===== config.mk =====
export PLATFORM = sky130hd
export DESIGN_NAME = nmea_sentence_parser
export DESIGN_NICKNAME = d
export VERILOG_FILES = /design/src/design/nmea_pkg.sv /design/src/design/nmea_sentence_parser.sv /design/src/design/nmea_front.sv /design/src/design/nmea_conv.sv /design/src/design/nmea_commit.sv
export SDC_FILE = /design/constraint.sdc
export NUM_CORES = 2
export LEC_CHECK = 0
export ABC_AREA = 1
export BUFFER_PORTS_ARGS = -buffer_cell sky130_fd_sc_hd__buf_2
export CAP_MARGIN = 15
export CORE_UTILIZATION = 31
export DETAILED_ROUTE_END_ITERATION = 12
export GPL_ROUTABILITY_DRIVEN = 0
export HOLD_SLACK_MARGIN = 0.03
export PLACE_DENSITY_LB_ADDON = 0.12
export SYNTH_ARGS = -nofsm -noshare
export SYNTH_HDL_FRONTEND = slang
export SYNTH_HIERARCHICAL = 1
export SYNTH_SLANG_ARGS = --single-unit

===== constraint.sdc =====
create_clock -name clk -period 13.9 [get_ports clk]
set_input_delay 2.085 -clock clk [delete_from_list [all_inputs] [get_ports clk]]
set_output_delay 2.085 -clock clk [all_outputs]
set_load 0.005 [all_outputs]

===== src/design/nmea_pkg.sv =====
// Shared types, constants and helper functions for the NMEA sentence parser.
// No dependencies; every module of the parser imports this package.
package nmea_pkg;

  localparam int unsigned BUFFER_SIZE_DEF        = 128;
  localparam int unsigned MINUTE_FRAC_DIGITS_DEF = 5;

  // Operation carried from the byte parser down the conversion pipeline.
  typedef enum logic [1:0] {
    OP_NONE,
    OP_CLEAR,
    OP_FINISH,
    OP_COMMIT
  } evt_op_t;

  typedef enum logic [1:0] {
    KIND_GSA,
    KIND_GNS,
    KIND_VTG,
    KIND_UNKNOWN
  } kind_t;

  localparam logic [7:0]  NAV_MODE_3D    = 8'd3;
  localparam logic [7:0]  NAV_MODE_RESET = 8'd1;
  localparam logic [15:0] PDOP_RESET     = 16'd9999;

  localparam logic [7:0] CH_DOLLAR = 8'h24;
  localparam logic [7:0] CH_STAR   = 8'h2A;
  localparam logic [7:0] CH_COMMA  = 8'h2C;
  localparam logic [7:0] CH_MINUS  = 8'h2D;
  localparam logic [7:0] CH_DOT    = 8'h2E;
  localparam logic [7:0] CH_ZERO   = 8'h30;
  localparam logic [7:0] CH_NINE   = 8'h39;
  localparam logic [7:0] CH_SOUTH  = 8'h53;
  localparam logic [7:0] CH_WEST   = 8'h57;

  localparam logic [4:0] FIELD_LAST = 5'd31;
  localparam logic [2:0] FRAC_MAX   = 3'd7;

  function automatic logic [23:0] pow10(input int k);
    logic [23:0] v;
    case (k)
      0:       v = 24'd1;
      1:       v = 24'd10;
      2:       v = 24'd100;
      3:       v = 24'd1000;
      4:       v = 24'd10000;
      5:       v = 24'd100000;
      6:       v = 24'd1000000;
      7:       v = 24'd10000000;
      default: v = 24'd1;
    endcase
    return v;
  endfunction

  // Snapshot of one finished field (or a control event) from the byte parser.
  typedef struct packed {
    evt_op_t     op;
    kind_t       kind;
    logic [4:0]  field;
    logic        neg;
    logic        hem_s;
    logic        hem_w;
    logic [31:0] int_val;
    logic [25:0] deg;
    logic [6:0]  rem;
    logic [3:0]  f1;
    logic [6:0]  f2;
    logic [9:0]  f3;
    logic [23:0] fm;
  } fld_evt_t;

  // Converted values of one field, ready to be written into the shadow set.
  typedef struct packed {
    evt_op_t            op;
    kind_t              kind;
    logic [4:0]         field;
    logic               hem_s;
    logic               hem_w;
    logic [7:0]         small_v;
    logic [15:0]        pdop_v;
    logic signed [20:0] alt_v;
    logic [23:0]        spd_v;
    logic signed [31:0] coord_v;
  } shd_evt_t;

  typedef struct packed {
    kind_t              kind;
    logic [7:0]         mode;
    logic [15:0]        pdop;
    logic signed [31:0] lat;
    logic signed [31:0] lon;
    logic [7:0]         sats;
    logic signed [20:0] alt;
    logic [23:0]        spd;
  } res_t;

endpackage


===== src/design/nmea_sentence_parser.sv =====
// Top level of the NMEA-0183 GSA/GNS/VTG sentence parser.
// Depends on nmea_pkg, nmea_front, nmea_conv and nmea_commit.
//
//   Channel   Direction  Width        Contents
//   in_*      slave      8 (tdata)    one received character per beat
//   out_*     master     144 + 2      committed navigation values, sentence kind
//
// One character is accepted per clock cycle while the pipeline is not held. A
// character runs through the byte parser register, three conversion stages and
// the commit stage before the result beat of its sentence appears.
// Reset (rst_n low, synchronous) clears the parser, the shadow values and the
// committed state (mode 1, PDOP 99.99). When a result beat waits and out_tready
// is low, the whole pipeline holds and in_tready drops in the same cycle.
module nmea_sentence_parser import nmea_pkg::*; #(
  parameter int unsigned BUFFER_SIZE        = BUFFER_SIZE_DEF,
  parameter int unsigned MINUTE_FRAC_DIGITS = MINUTE_FRAC_DIGITS_DEF
) (
  input  logic         clk,
  input  logic         rst_n,
  input  logic         in_tvalid,
  output logic         in_tready,
  input  logic [7:0]   in_tdata,   // [7:0] rx_byte
  output logic         out_tvalid,
  input  logic         out_tready,
  // [7:0] nav_mode, [23:8] pdop_centi, [55:24] lat_deg_e7, [87:56] lon_deg_e7,
  // [95:88] num_sats, [116:96] alt_decim, [140:117] speed_kph_milli, rest zero
  output logic [143:0] out_tdata,
  output logic [1:0]   out_tuser   // [1:0] sentence_kind
);

  logic     adv, accept;
  fld_evt_t fld_evt;
  shd_evt_t shd_evt;
  res_t     res;

  // The pipeline moves whenever the result register is empty or being taken.
  assign adv       = !out_tvalid || out_tready;
  assign in_tready = adv;
  assign accept    = in_tvalid && adv;

  nmea_front #(
    .BUFFER_SIZE        (BUFFER_SIZE),
    .MINUTE_FRAC_DIGITS (MINUTE_FRAC_DIGITS)
  ) u_front (
    .clk     (clk),
    .rst_n   (rst_n),
    .adv     (adv),
    .accept  (accept),
    .in_byte (in_tdata),
    .evt_o   (fld_evt)
  );

  nmea_conv #(
    .MINUTE_FRAC_DIGITS (MINUTE_FRAC_DIGITS)
  ) u_conv (
    .clk   (clk),
    .rst_n (rst_n),
    .adv   (adv),
    .evt_i (fld_evt),
    .evt_o (shd_evt)
  );

  nmea_commit u_commit (
    .clk         (clk),
    .rst_n       (rst_n),
    .adv         (adv),
    .evt_i       (shd_evt),
    .out_valid_o (out_tvalid),
    .out_res_o   (res)
  );

  assign out_tuser = res.kind;
  assign out_tdata = {3'b000, res.spd, res.alt, res.sats, res.lon, res.lat,
                      res.pdop, res.mode};

  // Only recognized sentence kinds ever produce a result.
  a_kind_known: assert property (@(posedge clk) disable iff (!rst_n)
    out_tvalid |-> out_tuser != KIND_UNKNOWN)
    else $error("result beat with unknown sentence kind");

  // Position and speed are only committed under a 3D fix.
  a_fix_gate: assert property (@(posedge clk) disable iff (!rst_n)
    (out_tvalid && out_tuser != KIND_GSA) |-> out_tdata[7:0] == NAV_MODE_3D)
    else $error("GNS or VTG result without 3D fix");

  a_reset_idle: assert property (@(posedge clk)
    !rst_n |=> !out_tvalid)
    else $error("result beat right after reset");

endmodule


===== src/design/nmea_front.sv =====
// Byte-level sentence parser: framing, checksum, type and digit accumulation.
// Depends on nmea_pkg; emits one registered event per accepted byte.
module nmea_front import nmea_pkg::*; #(
  parameter int unsigned BUFFER_SIZE        = BUFFER_SIZE_DEF,
  parameter int unsigned MINUTE_FRAC_DIGITS = MINUTE_FRAC_DIGITS_DEF
) (
  input  logic     clk,
  input  logic     rst_n,
  input  logic     adv,
  input  logic     accept,
  input  logic [7:0] in_byte,
  output fld_evt_t evt_o
);

  localparam int unsigned CW = $clog2(BUFFER_SIZE);
  localparam logic [CW-1:0] BODY_MAX = CW'(BUFFER_SIZE - 1);

  typedef enum logic [1:0] {PH_IDLE, PH_BODY, PH_HEX1, PH_HEX2} phase_t;

  phase_t      phase_r, phase_nxt;
  logic [CW-1:0] count_r, count_nxt;
  logic [7:0]  xor_r, xor_nxt;
  logic [7:0]  chk_r, chk_nxt;
  kind_t       kind_r, kind_nxt;
  logic [7:0]  addr3_r, addr3_nxt, addr4_r, addr4_nxt;
  logic [4:0]  field_r, field_nxt;
  logic [31:0] int_r, int_nxt;
  logic [25:0] q_r, q_nxt;
  logic [6:0]  rem_r, rem_nxt;
  logic [3:0]  f1_r, f1_nxt;
  logic [6:0]  f2_r, f2_nxt;
  logic [9:0]  f3_r, f3_nxt;
  logic [23:0] fm_r, fm_nxt;
  logic [2:0]  fd_r, fd_nxt;
  logic        neg_r, neg_nxt, infrac_r, infrac_nxt, started_r, started_nxt;
  logic [7:0]  first_r, first_nxt;
  fld_evt_t    evt_r, evt_nxt;

  logic [7:0]  hexv;
  logic [3:0]  d;
  logic        is_digit, do_clear;
  logic [35:0] t36;
  logic [9:0]  v10;
  logic [3:0]  hi;

  always_comb begin
    phase_nxt = phase_r;   count_nxt = count_r;   xor_nxt = xor_r;
    chk_nxt = chk_r;       kind_nxt = kind_r;     addr3_nxt = addr3_r;
    addr4_nxt = addr4_r;   field_nxt = field_r;   int_nxt = int_r;
    q_nxt = q_r;           rem_nxt = rem_r;       f1_nxt = f1_r;
    f2_nxt = f2_r;         f3_nxt = f3_r;         fm_nxt = fm_r;
    fd_nxt = fd_r;         neg_nxt = neg_r;       infrac_nxt = infrac_r;
    started_nxt = started_r; first_nxt = first_r;
    do_clear = 1'b0;

    evt_nxt = '0;
    evt_nxt.op      = OP_NONE;
    evt_nxt.kind    = kind_r;
    evt_nxt.field   = field_r;
    evt_nxt.neg     = neg_r;
    evt_nxt.hem_s   = (first_r == CH_SOUTH);
    evt_nxt.hem_w   = (first_r == CH_WEST);
    evt_nxt.int_val = int_r;
    evt_nxt.deg     = q_r;
    evt_nxt.rem     = rem_r;
    evt_nxt.f1      = f1_r;
    evt_nxt.f2      = f2_r;
    evt_nxt.f3      = f3_r;
    evt_nxt.fm      = fm_r;

    hexv     = (in_byte < 8'd58) ? in_byte - 8'd48 : in_byte - 8'd55;
    d        = in_byte[3:0];
    is_digit = (in_byte >= CH_ZERO) && (in_byte <= CH_NINE);
    t36      = {4'b0, int_r} * 36'd10 + 36'(d);
    v10      = 10'(rem_r) * 10'd10 + 10'(d);
    hi       = '0;
    for (int k = 1; k < 10; k++) begin
      if (v10 >= 10'(k * 100)) hi = hi + 4'd1;
    end

    if (accept) begin
      if (in_byte == CH_DOLLAR) begin
        phase_nxt = PH_BODY;
        count_nxt = '0;
        xor_nxt   = '0;
        kind_nxt  = KIND_UNKNOWN;
        field_nxt = '0;
        addr3_nxt = '0;
        addr4_nxt = '0;
        do_clear  = 1'b1;
        evt_nxt.op = OP_CLEAR;
      end else if (in_byte == CH_STAR) begin
        if (phase_r == PH_BODY) begin
          if (count_r >= CW'(7)) begin
            evt_nxt.op = OP_FINISH;
            if (field_r != FIELD_LAST) field_nxt = field_r + 5'd1;
            do_clear = 1'b1;
          end
          phase_nxt = PH_HEX1;
        end
      end else begin
        unique case (phase_r)
          PH_BODY: begin
            if (count_r >= BODY_MAX) begin
              phase_nxt = PH_IDLE;
            end else begin
              xor_nxt   = xor_r ^ in_byte;
              count_nxt = count_r + CW'(1);
              if (count_nxt == CW'(3)) begin
                addr3_nxt = in_byte;
              end else if (count_nxt == CW'(4)) begin
                addr4_nxt = in_byte;
              end else if (count_nxt == CW'(5)) begin
                if (addr3_r == 8'h47 && addr4_r == 8'h53 && in_byte == 8'h41)
                  kind_nxt = KIND_GSA;
                else if (addr3_r == 8'h47 && addr4_r == 8'h4E && in_byte == 8'h53)
                  kind_nxt = KIND_GNS;
                else if (addr3_r == 8'h56 && addr4_r == 8'h54 && in_byte == 8'h47)
                  kind_nxt = KIND_VTG;
                else
                  kind_nxt = KIND_UNKNOWN;
              end else if (count_nxt >= CW'(7)) begin
                if (in_byte == CH_COMMA) begin
                  evt_nxt.op = OP_FINISH;
                  if (field_r != FIELD_LAST) field_nxt = field_r + 5'd1;
                  do_clear = 1'b1;
                end else begin
                  if (!started_r) begin
                    first_nxt   = in_byte;
                    started_nxt = 1'b1;
                  end
                  if (!started_r && in_byte == CH_MINUS) begin
                    neg_nxt = 1'b1;
                  end else if (in_byte == CH_DOT && !infrac_r) begin
                    infrac_nxt = 1'b1;
                  end else if (is_digit) begin
                    if (!infrac_r) begin
                      if (t36[35:32] != 4'd0) begin
                        int_nxt = 32'hFFFF_FFFF;
                        q_nxt   = 26'd42949672;
                        rem_nxt = 7'd95;
                      end else begin
                        int_nxt = t36[31:0];
                        q_nxt   = 26'(q_r * 26'd10 + 26'(hi));
                        rem_nxt = 7'(v10 - 10'(hi) * 10'd100);
                      end
                    end else if (fd_r < FRAC_MAX) begin
                      fd_nxt = fd_r + 3'd1;
                      if (fd_r < 3'd1) f1_nxt = d;
                      if (fd_r < 3'd2)
                        f2_nxt = f2_r + 7'(28'(d) * 28'(pow10(1 - int'(fd_r))));
                      if (fd_r < 3'd3)
                        f3_nxt = f3_r + 10'(28'(d) * 28'(pow10(2 - int'(fd_r))));
                      if (fd_r < 3'(MINUTE_FRAC_DIGITS))
                        fm_nxt = fm_r + 24'(28'(d) *
                                 28'(pow10(int'(MINUTE_FRAC_DIGITS) - 1 - int'(fd_r))));
                    end
                  end
                end
              end
            end
          end
          PH_HEX1: begin
            chk_nxt   = hexv;
            phase_nxt = PH_HEX2;
          end
          PH_HEX2: begin
            phase_nxt = PH_IDLE;
            if (({chk_r[3:0], 4'h0} + hexv) == xor_r) evt_nxt.op = OP_COMMIT;
          end
          PH_IDLE: begin
          end
        endcase
      end
    end

    if (do_clear) begin
      int_nxt = '0;  q_nxt = '0;  rem_nxt = '0;
      f1_nxt = '0;   f2_nxt = '0; f3_nxt = '0; fm_nxt = '0; fd_nxt = '0;
      neg_nxt = 1'b0; infrac_nxt = 1'b0; started_nxt = 1'b0; first_nxt = '0;
    end
  end

  always_ff @(posedge clk) begin
    if (!rst_n) begin
      phase_r <= PH_IDLE;  count_r <= '0;  xor_r <= '0;  chk_r <= '0;
      kind_r <= KIND_UNKNOWN;  addr3_r <= '0;  addr4_r <= '0;  field_r <= '0;
      int_r <= '0;  q_r <= '0;  rem_r <= '0;  f1_r <= '0;  f2_r <= '0;
      f3_r <= '0;  fm_r <= '0;  fd_r <= '0;  neg_r <= 1'b0;  infrac_r <= 1'b0;
      started_r <= 1'b0;  first_r <= '0;
      evt_r <= '0;
    end else begin
      if (adv) evt_r <= evt_nxt;
      if (accept) begin
        phase_r <= phase_nxt;  count_r <= count_nxt;  xor_r <= xor_nxt;
        chk_r <= chk_nxt;  kind_r <= kind_nxt;  addr3_r <= addr3_nxt;
        addr4_r <= addr4_nxt;  field_r <= field_nxt;  int_r <= int_nxt;
        q_r <= q_nxt;  rem_r <= rem_nxt;  f1_r <= f1_nxt;  f2_r <= f2_nxt;
        f3_r <= f3_nxt;  fm_r <= fm_nxt;  fd_r <= fd_nxt;  neg_r <= neg_nxt;
        infrac_r <= infrac_nxt;  started_r <= started_nxt;  first_r <= first_nxt;
      end
    end
  end

  assign evt_o = evt_r;

endmodule


===== src/design/nmea_conv.sv =====
// Three-stage pipeline that turns a finished field into scaled, saturated values.
// Depends on nmea_pkg; fed by nmea_front, feeds nmea_commit.
module nmea_conv import nmea_pkg::*; #(
  parameter int unsigned MINUTE_FRAC_DIGITS = MINUTE_FRAC_DIGITS_DEF
) (
  input  logic     clk,
  input  logic     rst_n,
  input  logic     adv,
  input  fld_evt_t evt_i,
  output shd_evt_t evt_o
);

  localparam logic [30:0] FM_SCALE = 31'(pow10(7 - int'(MINUTE_FRAC_DIGITS)));

  typedef struct packed {
    evt_op_t     op;
    kind_t       kind;
    logic [4:0]  field;
    logic        neg, hem_s, hem_w;
    logic [7:0]  small_v;
    logic [38:0] pdop_raw;
    logic [35:0] alt_raw;
    logic [41:0] spd_raw;
    logic [49:0] deg_prod;
    logic [27:0] y;
  } s1_t;

  typedef struct packed {
    evt_op_t            op;
    kind_t              kind;
    logic [4:0]         field;
    logic               neg, hem_s, hem_w;
    logic [7:0]         small_v;
    logic [15:0]        pdop_v;
    logic signed [20:0] alt_v;
    logic [23:0]        spd_v;
    logic [49:0]        deg_prod;
    logic [24:0]        quo;
  } s2_t;

  s1_t      s1_r, s1_nxt;
  s2_t      s2_r, s2_nxt;
  shd_evt_t s3_r, s3_nxt;

  logic [30:0] x31;
  logic [59:0] quo_full;
  logic [20:0] alt_mag;
  logic [50:0] mag51;
  logic [31:0] cmag;

  // Stage 1: fixed-point scaling of the accumulators.
  always_comb begin
    s1_nxt.op    = evt_i.op;
    s1_nxt.kind  = evt_i.kind;
    s1_nxt.field = evt_i.field;
    s1_nxt.neg   = evt_i.neg;
    s1_nxt.hem_s = evt_i.hem_s;
    s1_nxt.hem_w = evt_i.hem_w;
    s1_nxt.small_v  = (evt_i.int_val > 32'd255) ? 8'd255 : evt_i.int_val[7:0];
    s1_nxt.pdop_raw = 39'(evt_i.int_val) * 39'd100 + 39'(evt_i.f2);
    s1_nxt.alt_raw  = 36'(evt_i.int_val) * 36'd10 + 36'(evt_i.f1);
    s1_nxt.spd_raw  = 42'(evt_i.int_val) * 42'd1000 + 42'(evt_i.f3);
    s1_nxt.deg_prod = 50'(evt_i.deg) * 50'd10000000;
    // Minutes scaled to 1e7, still to be divided by 60.
    x31      = 31'(evt_i.rem) * 31'd10000000 + 31'(evt_i.fm) * FM_SCALE;
    s1_nxt.y = 28'(x31 >> 2);
  end

  // Stage 2: saturation and division of the minutes by 15 (after the shift by 2).
  always_comb begin
    s2_nxt.op       = s1_r.op;
    s2_nxt.kind     = s1_r.kind;
    s2_nxt.field    = s1_r.field;
    s2_nxt.neg      = s1_r.neg;
    s2_nxt.hem_s    = s1_r.hem_s;
    s2_nxt.hem_w    = s1_r.hem_w;
    s2_nxt.small_v  = s1_r.small_v;
    s2_nxt.deg_prod = s1_r.deg_prod;
    quo_full        = 60'(s1_r.y) * 60'h0_8888_8889;
    s2_nxt.quo      = quo_full[59:35];
    if (s1_r.neg) s2_nxt.pdop_v = '0;
    else if (s1_r.pdop_raw > 39'd65535) s2_nxt.pdop_v = 16'hFFFF;
    else s2_nxt.pdop_v = s1_r.pdop_raw[15:0];
    if (s1_r.neg) s2_nxt.spd_v = '0;
    else if (s1_r.spd_raw > 42'd16777215) s2_nxt.spd_v = 24'hFF_FFFF;
    else s2_nxt.spd_v = s1_r.spd_raw[23:0];
    alt_mag = (s1_r.alt_raw > 36'd1000000) ? 21'd1000000 : s1_r.alt_raw[20:0];
    s2_nxt.alt_v = s1_r.neg ? -$signed(alt_mag) : $signed(alt_mag);
  end

  // Stage 3: coordinate magnitude, saturation and sign.
  always_comb begin
    s3_nxt.op      = s2_r.op;
    s3_nxt.kind    = s2_r.kind;
    s3_nxt.field   = s2_r.field;
    s3_nxt.hem_s   = s2_r.hem_s;
    s3_nxt.hem_w   = s2_r.hem_w;
    s3_nxt.small_v = s2_r.small_v;
    s3_nxt.pdop_v  = s2_r.pdop_v;
    s3_nxt.alt_v   = s2_r.alt_v;
    s3_nxt.spd_v   = s2_r.spd_v;
    mag51 = 51'(s2_r.deg_prod) + 51'(s2_r.quo);
    cmag  = (mag51 > 51'd1800000000) ? 32'd1800000000 : mag51[31:0];
    s3_nxt.coord_v = s2_r.neg ? -$signed(cmag) : $signed(cmag);
  end

  always_ff @(posedge clk) begin
    if (!rst_n) begin
      s1_r <= '0;
      s2_r <= '0;
      s3_r <= '0;
    end else if (adv) begin
      s1_r <= s1_nxt;
      s2_r <= s2_nxt;
      s3_r <= s3_nxt;
    end
  end

  assign evt_o = s3_r;

endmodule


===== src/design/nmea_commit.sv =====
// Shadow value set, committed navigation state and the result register.
// Depends on nmea_pkg; fed by nmea_conv.
module nmea_commit import nmea_pkg::*; (
  input  logic     clk,
  input  logic     rst_n,
  input  logic     adv,
  input  shd_evt_t evt_i,
  output logic     out_valid_o,
  output res_t     out_res_o
);

  logic signed [31:0] sh_r [4];
  logic signed [31:0] sh_nxt [4];
  logic [7:0]         mode_r, mode_nxt;
  logic [15:0]        pdop_r, pdop_nxt;
  logic signed [31:0] lat_r, lat_nxt, lon_r, lon_nxt;
  logic [7:0]         sats_r, sats_nxt;
  logic signed [20:0] alt_r, alt_nxt;
  logic [23:0]        spd_r, spd_nxt;
  logic               emit, valid_r;
  res_t               res_r, res_nxt;

  always_comb begin
    for (int i = 0; i < 4; i++) sh_nxt[i] = sh_r[i];
    mode_nxt = mode_r;  pdop_nxt = pdop_r;  lat_nxt = lat_r;  lon_nxt = lon_r;
    sats_nxt = sats_r;  alt_nxt = alt_r;    spd_nxt = spd_r;
    emit = 1'b0;

    unique case (evt_i.op)
      OP_NONE: begin
      end
      OP_CLEAR: begin
        for (int i = 0; i < 4; i++) sh_nxt[i] = '0;
      end
      OP_FINISH: begin
        unique case (evt_i.kind)
          KIND_GSA: begin
            if (evt_i.field == 5'd1)  sh_nxt[0] = 32'(evt_i.small_v);
            if (evt_i.field == 5'd14) sh_nxt[1] = 32'(evt_i.pdop_v);
          end
          KIND_GNS: begin
            if (evt_i.field == 5'd1) sh_nxt[0] = evt_i.coord_v;
            if (evt_i.field == 5'd2 && evt_i.hem_s) sh_nxt[0] = -sh_r[0];
            if (evt_i.field == 5'd3) sh_nxt[1] = evt_i.coord_v;
            if (evt_i.field == 5'd4 && evt_i.hem_w) sh_nxt[1] = -sh_r[1];
            if (evt_i.field == 5'd6) sh_nxt[2] = 32'(evt_i.small_v);
            if (evt_i.field == 5'd8) sh_nxt[3] = 32'(evt_i.alt_v);
          end
          KIND_VTG: begin
            if (evt_i.field == 5'd6) sh_nxt[0] = 32'(evt_i.spd_v);
          end
          KIND_UNKNOWN: begin
          end
        endcase
      end
      OP_COMMIT: begin
        if (evt_i.kind == KIND_GSA) begin
          mode_nxt = sh_r[0][7:0];
          pdop_nxt = sh_r[1][15:0];
          emit = 1'b1;
        end else if (evt_i.kind == KIND_GNS && mode_r == NAV_MODE_3D) begin
          lat_nxt  = sh_r[0];
          lon_nxt  = sh_r[1];
          sats_nxt = sh_r[2][7:0];
          alt_nxt  = sh_r[3][20:0];
          emit = 1'b1;
        end else if (evt_i.kind == KIND_VTG && mode_r == NAV_MODE_3D) begin
          spd_nxt = sh_r[0][23:0];
          emit = 1'b1;
        end
      end
    endcase

    res_nxt.kind = evt_i.kind;
    res_nxt.mode = mode_nxt;
    res_nxt.pdop = pdop_nxt;
    res_nxt.lat  = lat_nxt;
    res_nxt.lon  = lon_nxt;
    res_nxt.sats = sats_nxt;
    res_nxt.alt  = alt_nxt;
    res_nxt.spd  = spd_nxt;
  end

  always_ff @(posedge clk) begin
    if (!rst_n) begin
      for (int i = 0; i < 4; i++) sh_r[i] <= '0;
      mode_r <= NAV_MODE_RESET;  pdop_r <= PDOP_RESET;
      lat_r <= '0;  lon_r <= '0;  sats_r <= '0;  alt_r <= '0;  spd_r <= '0;
      valid_r <= 1'b0;
      res_r <= '0;
    end else if (adv) begin
      for (int i = 0; i < 4; i++) sh_r[i] <= sh_nxt[i];
      mode_r <= mode_nxt;  pdop_r <= pdop_nxt;
      lat_r <= lat_nxt;  lon_r <= lon_nxt;  sats_r <= sats_nxt;
      alt_r <= alt_nxt;  spd_r <= spd_nxt;
      valid_r <= emit;
      res_r <= res_nxt;
    end
  end

  assign out_valid_o = valid_r;
  assign out_res_o   = res_r;

endmodule


==> flow_summary.toml <==
[sta]
tightest_slew_ns = 1.07
fin_crit_ns = 8.96
maxSlewHeadroom_pct = 28.5
slew_violations = 0
finalSetupTns_ns = 0
fmax_mhz = 112
rsz0062_at_grt = "false"
setup_violations = 0
hold_violations = 0
fin_ws_ns = 4.94
fin_skew_ns = 0.0945
layout_worst_path_cycle_share_pct = 64.4

[placement]
io_buffers = 156
dp_slack_ns = 4.22
place_area_um2 = 94000
place_hpwl_um = 232000

[pwr]
p_total_mw = 6.44
seqPwrFrac_pct = 45.6
p_leak_nw = 48.7
p_switching_mw = 1.57
combPwrFrac_pct = 3.8
swShare_pct = 24.4
clkPwrFrac_pct = 50.6
power.density_nw_per_um2 = 65.7
intPower_mw = 4.87
ir_worst_vdd_v = 0.000116

[yosys]
yosysSeqAreaShare_pct = 23.4
synth.most_common_cell = "inv_1"
ys_warn_count = 6
synthXorXnorAreaFrac_pct = 4.28
async_reset_ff_share_pct = 0
synth_top_area_share_pct = 20.3
syn_area_um2 = 89600
synth_compound_area_share_pct = 14.4
synth_top_cell_by_area = "dfxtp_1"
ys_seq_elements = 1001
synthMuxAreaShare_pct = 0
synth_cells = 12400
synthFlopType = "dfxtp_1"
avgSynthCellArea_um2 = 7.25
netlist_top_cells_count = "inv_1, nand2_1, nor2_1"
synth-simple-area-share_pct = 20.8
synth_edf_count = 93
synth_fa_ha_area_share_pct = 26.1
synth_cell_types = 79
synth_top_family_by_area = "adder cells"
synth_area_leaders = "dfxtp_1, ha_1, fa_1"

[setup_path]
crit_required_ns = 14.47
path_class = "input pin to flip-flop"
crit_slowest_cell = "fa_1"
path_max_fanout = 22
crit_arrival_ns = 9.53
cpPeakStageDelay_ns = 0.52
cp-start-kind = "input pin"
critPathCaptureType = "flip-flop"

[route]
vias_per_cell = 4.88
avgRoutedWirePerCell_um = 17.9
drtIter0Drc = 5534
drt_wl_total_um = 290000
firstDrtPassIters = 6
dr_total_vias = 79000
final_antenna_net_count = 0
drc = 0

[floorplan]
die_y_um = 540
core_area_um2 = 286000
initial_core_util_pct = 31.3
die-width_um = 540
num_rows = 196
pin_count = 160
die-area_um2 = 291000

[global_route]
grt_max_degree = 211
grt_util_met1_pct = 28.8
grt_overflow = 0
grt_pass1_vias = 77500
grt_busiest_layer = "met2"
grt_pass1_wl_um = 453000
grt_use_met2_pct = 30.5
grt_util_all_layers_pct = 19.5
antenna_found_initial = 6
grt_util_met3_pct = 1.86

[hold_path]
worstHoldPathType = "flip-flop to flip-flop"

[cells_and_area]
area_delta_synth_final_pct = 9.50
final_nets = 13900
regArea_um2 = 21000
multiInputGateArea_um2 = 58700
stdcell_area_um2 = 98100
utilization_pct = 34.3
drive_above_1_share_pct = 5.30
nFillCells = 30700

[clock_tree]
postCtsSetupBuffers = 0
htree_levels = 3
cts_buffer_depth = 3
clk_pin_slew_ns = 0.06
clock_latency_ns = 0.80
cts_hold_buf = 0
numCtsBuffers = 117
cts.sinks = 1001
cts_root_buf = "clkbuf_16"
cts_resized = 0
cts_tree = "done"

[job]
maxCapViolCount = 0

[status]
outcome = "completed"
[area by class of cell]
type	count	share of cell area, %
multi-input combinational	8760	59.9
clock inverter	56	0.737
sequential	1001	21.4
inverter	2226	8.54
clock buffer	165	3.41
timing repair buffer	207	1.24
tap	3762	4.80
antenna	3	0.00765
[power by group through the flow]
stage               clock (mW)  sequential, mW  combinational, mW
floorplan                    0            2.99              0.169
global placement             0            3.00              0.242
detailed placement           0            3.00              0.242
CTS                       3.37            2.94              0.244
global route              3.47            2.94              0.275
finish                    3.26            2.94              0.243
[worst max-delay path: cells and delay by family]
family	cells	cell delay (ns)
xor+xnor	2	0.58
fa+ha+maj	9	2.89
buf+inv	7	0.97
simple gates	18	2.06
compound gates	6	0.93
[worst paths after layout]
kind	from	endpoint	slack, ns	cells past startpoint
worst max register to register	u_front/int_r[1]	u_front/q_r[11]	5.93	44
worst min register to register	u_conv/s1_r[36]	u_conv/s2_r[33]	0.43	2
worst min-delay path	u_conv/s1_r[36]	u_conv/s2_r[33]	0.43	2
worst max-delay path	in_tdata[1]	u_front/q_r[11]	4.94	42
[metrics by stage]
stage | std cells | hold WS (ns)
final | 16200 | 0.434
after global placement | 16000 | 0.433
after floorplan | 12400 | 0.424
after global routing | 16200 | 0.450
after detailed placement | 16000 | 0.436
after CTS | 16200 | 0.443
[cell usage in the layout (no fill, tap or decap), types with 43 or more instances in the layout]
cell and instances:
inv_1 2185, nand2_1 1741, nor2_1 1603, ha_1 1043, a21oi_1 1011, o21ai_0 938, dfxtp_1 908, fa_1 514
nand3_1 484, xor2_1 297, buf_2 155, nand4_1 132, xnor2_1 131, nor3_1 120, clkbuf_16 119, o21ai_1 105
edfxtp_1 93, o211ai_1 61, nor4_1 61, nand2_2 58, a31oi_1 47, buf_4 46, nor2_2 43
[routing by layer]
metal	vias to the layer above	wire (um)	share of wire, %
li1	39700	-	-
met1	37400	148000	51
met2	1573	125000	43
met3	272	11600	4.0
met4	0	5810	2.0
met5	-	0	0
[cells by family (layout without fill, tap and decap cells)]
family,after synthesis,after routing
other,1,6
DFF,1001,1001
AOI/OAI and AO/OA,2388,2388
buffers and inverters,2594,2654
and+or+nand+nor,4379,4379
xor gates and xnor gates,433,433
adders and majority gates,1557,1557
[state kept, by name, summed over array words and instances, names as in the netlist, 7 cells and up]
register / count
u_front/xor_r: 8
u_commit/sh_r: 93
u_front/count_r: 7
u_front/addr4_r: 8
u_front/f2_r: 7
u_front/first_r: 8
u_front/evt_o: 120
u_conv/evt_o: 112
u_front/int_r: 32
u_commit/mode_r: 7
u_conv/s1_r: 208
u_commit/out_res_o: 130
u_front/f3_r: 10
u_front/addr3_r: 8
u_conv/s2_r: 149
u_front/q_r: 26
u_front/fm_r: 24
u_commit/pdop_r: 15
Note: power is estimated with default switching activity, not from simulation.
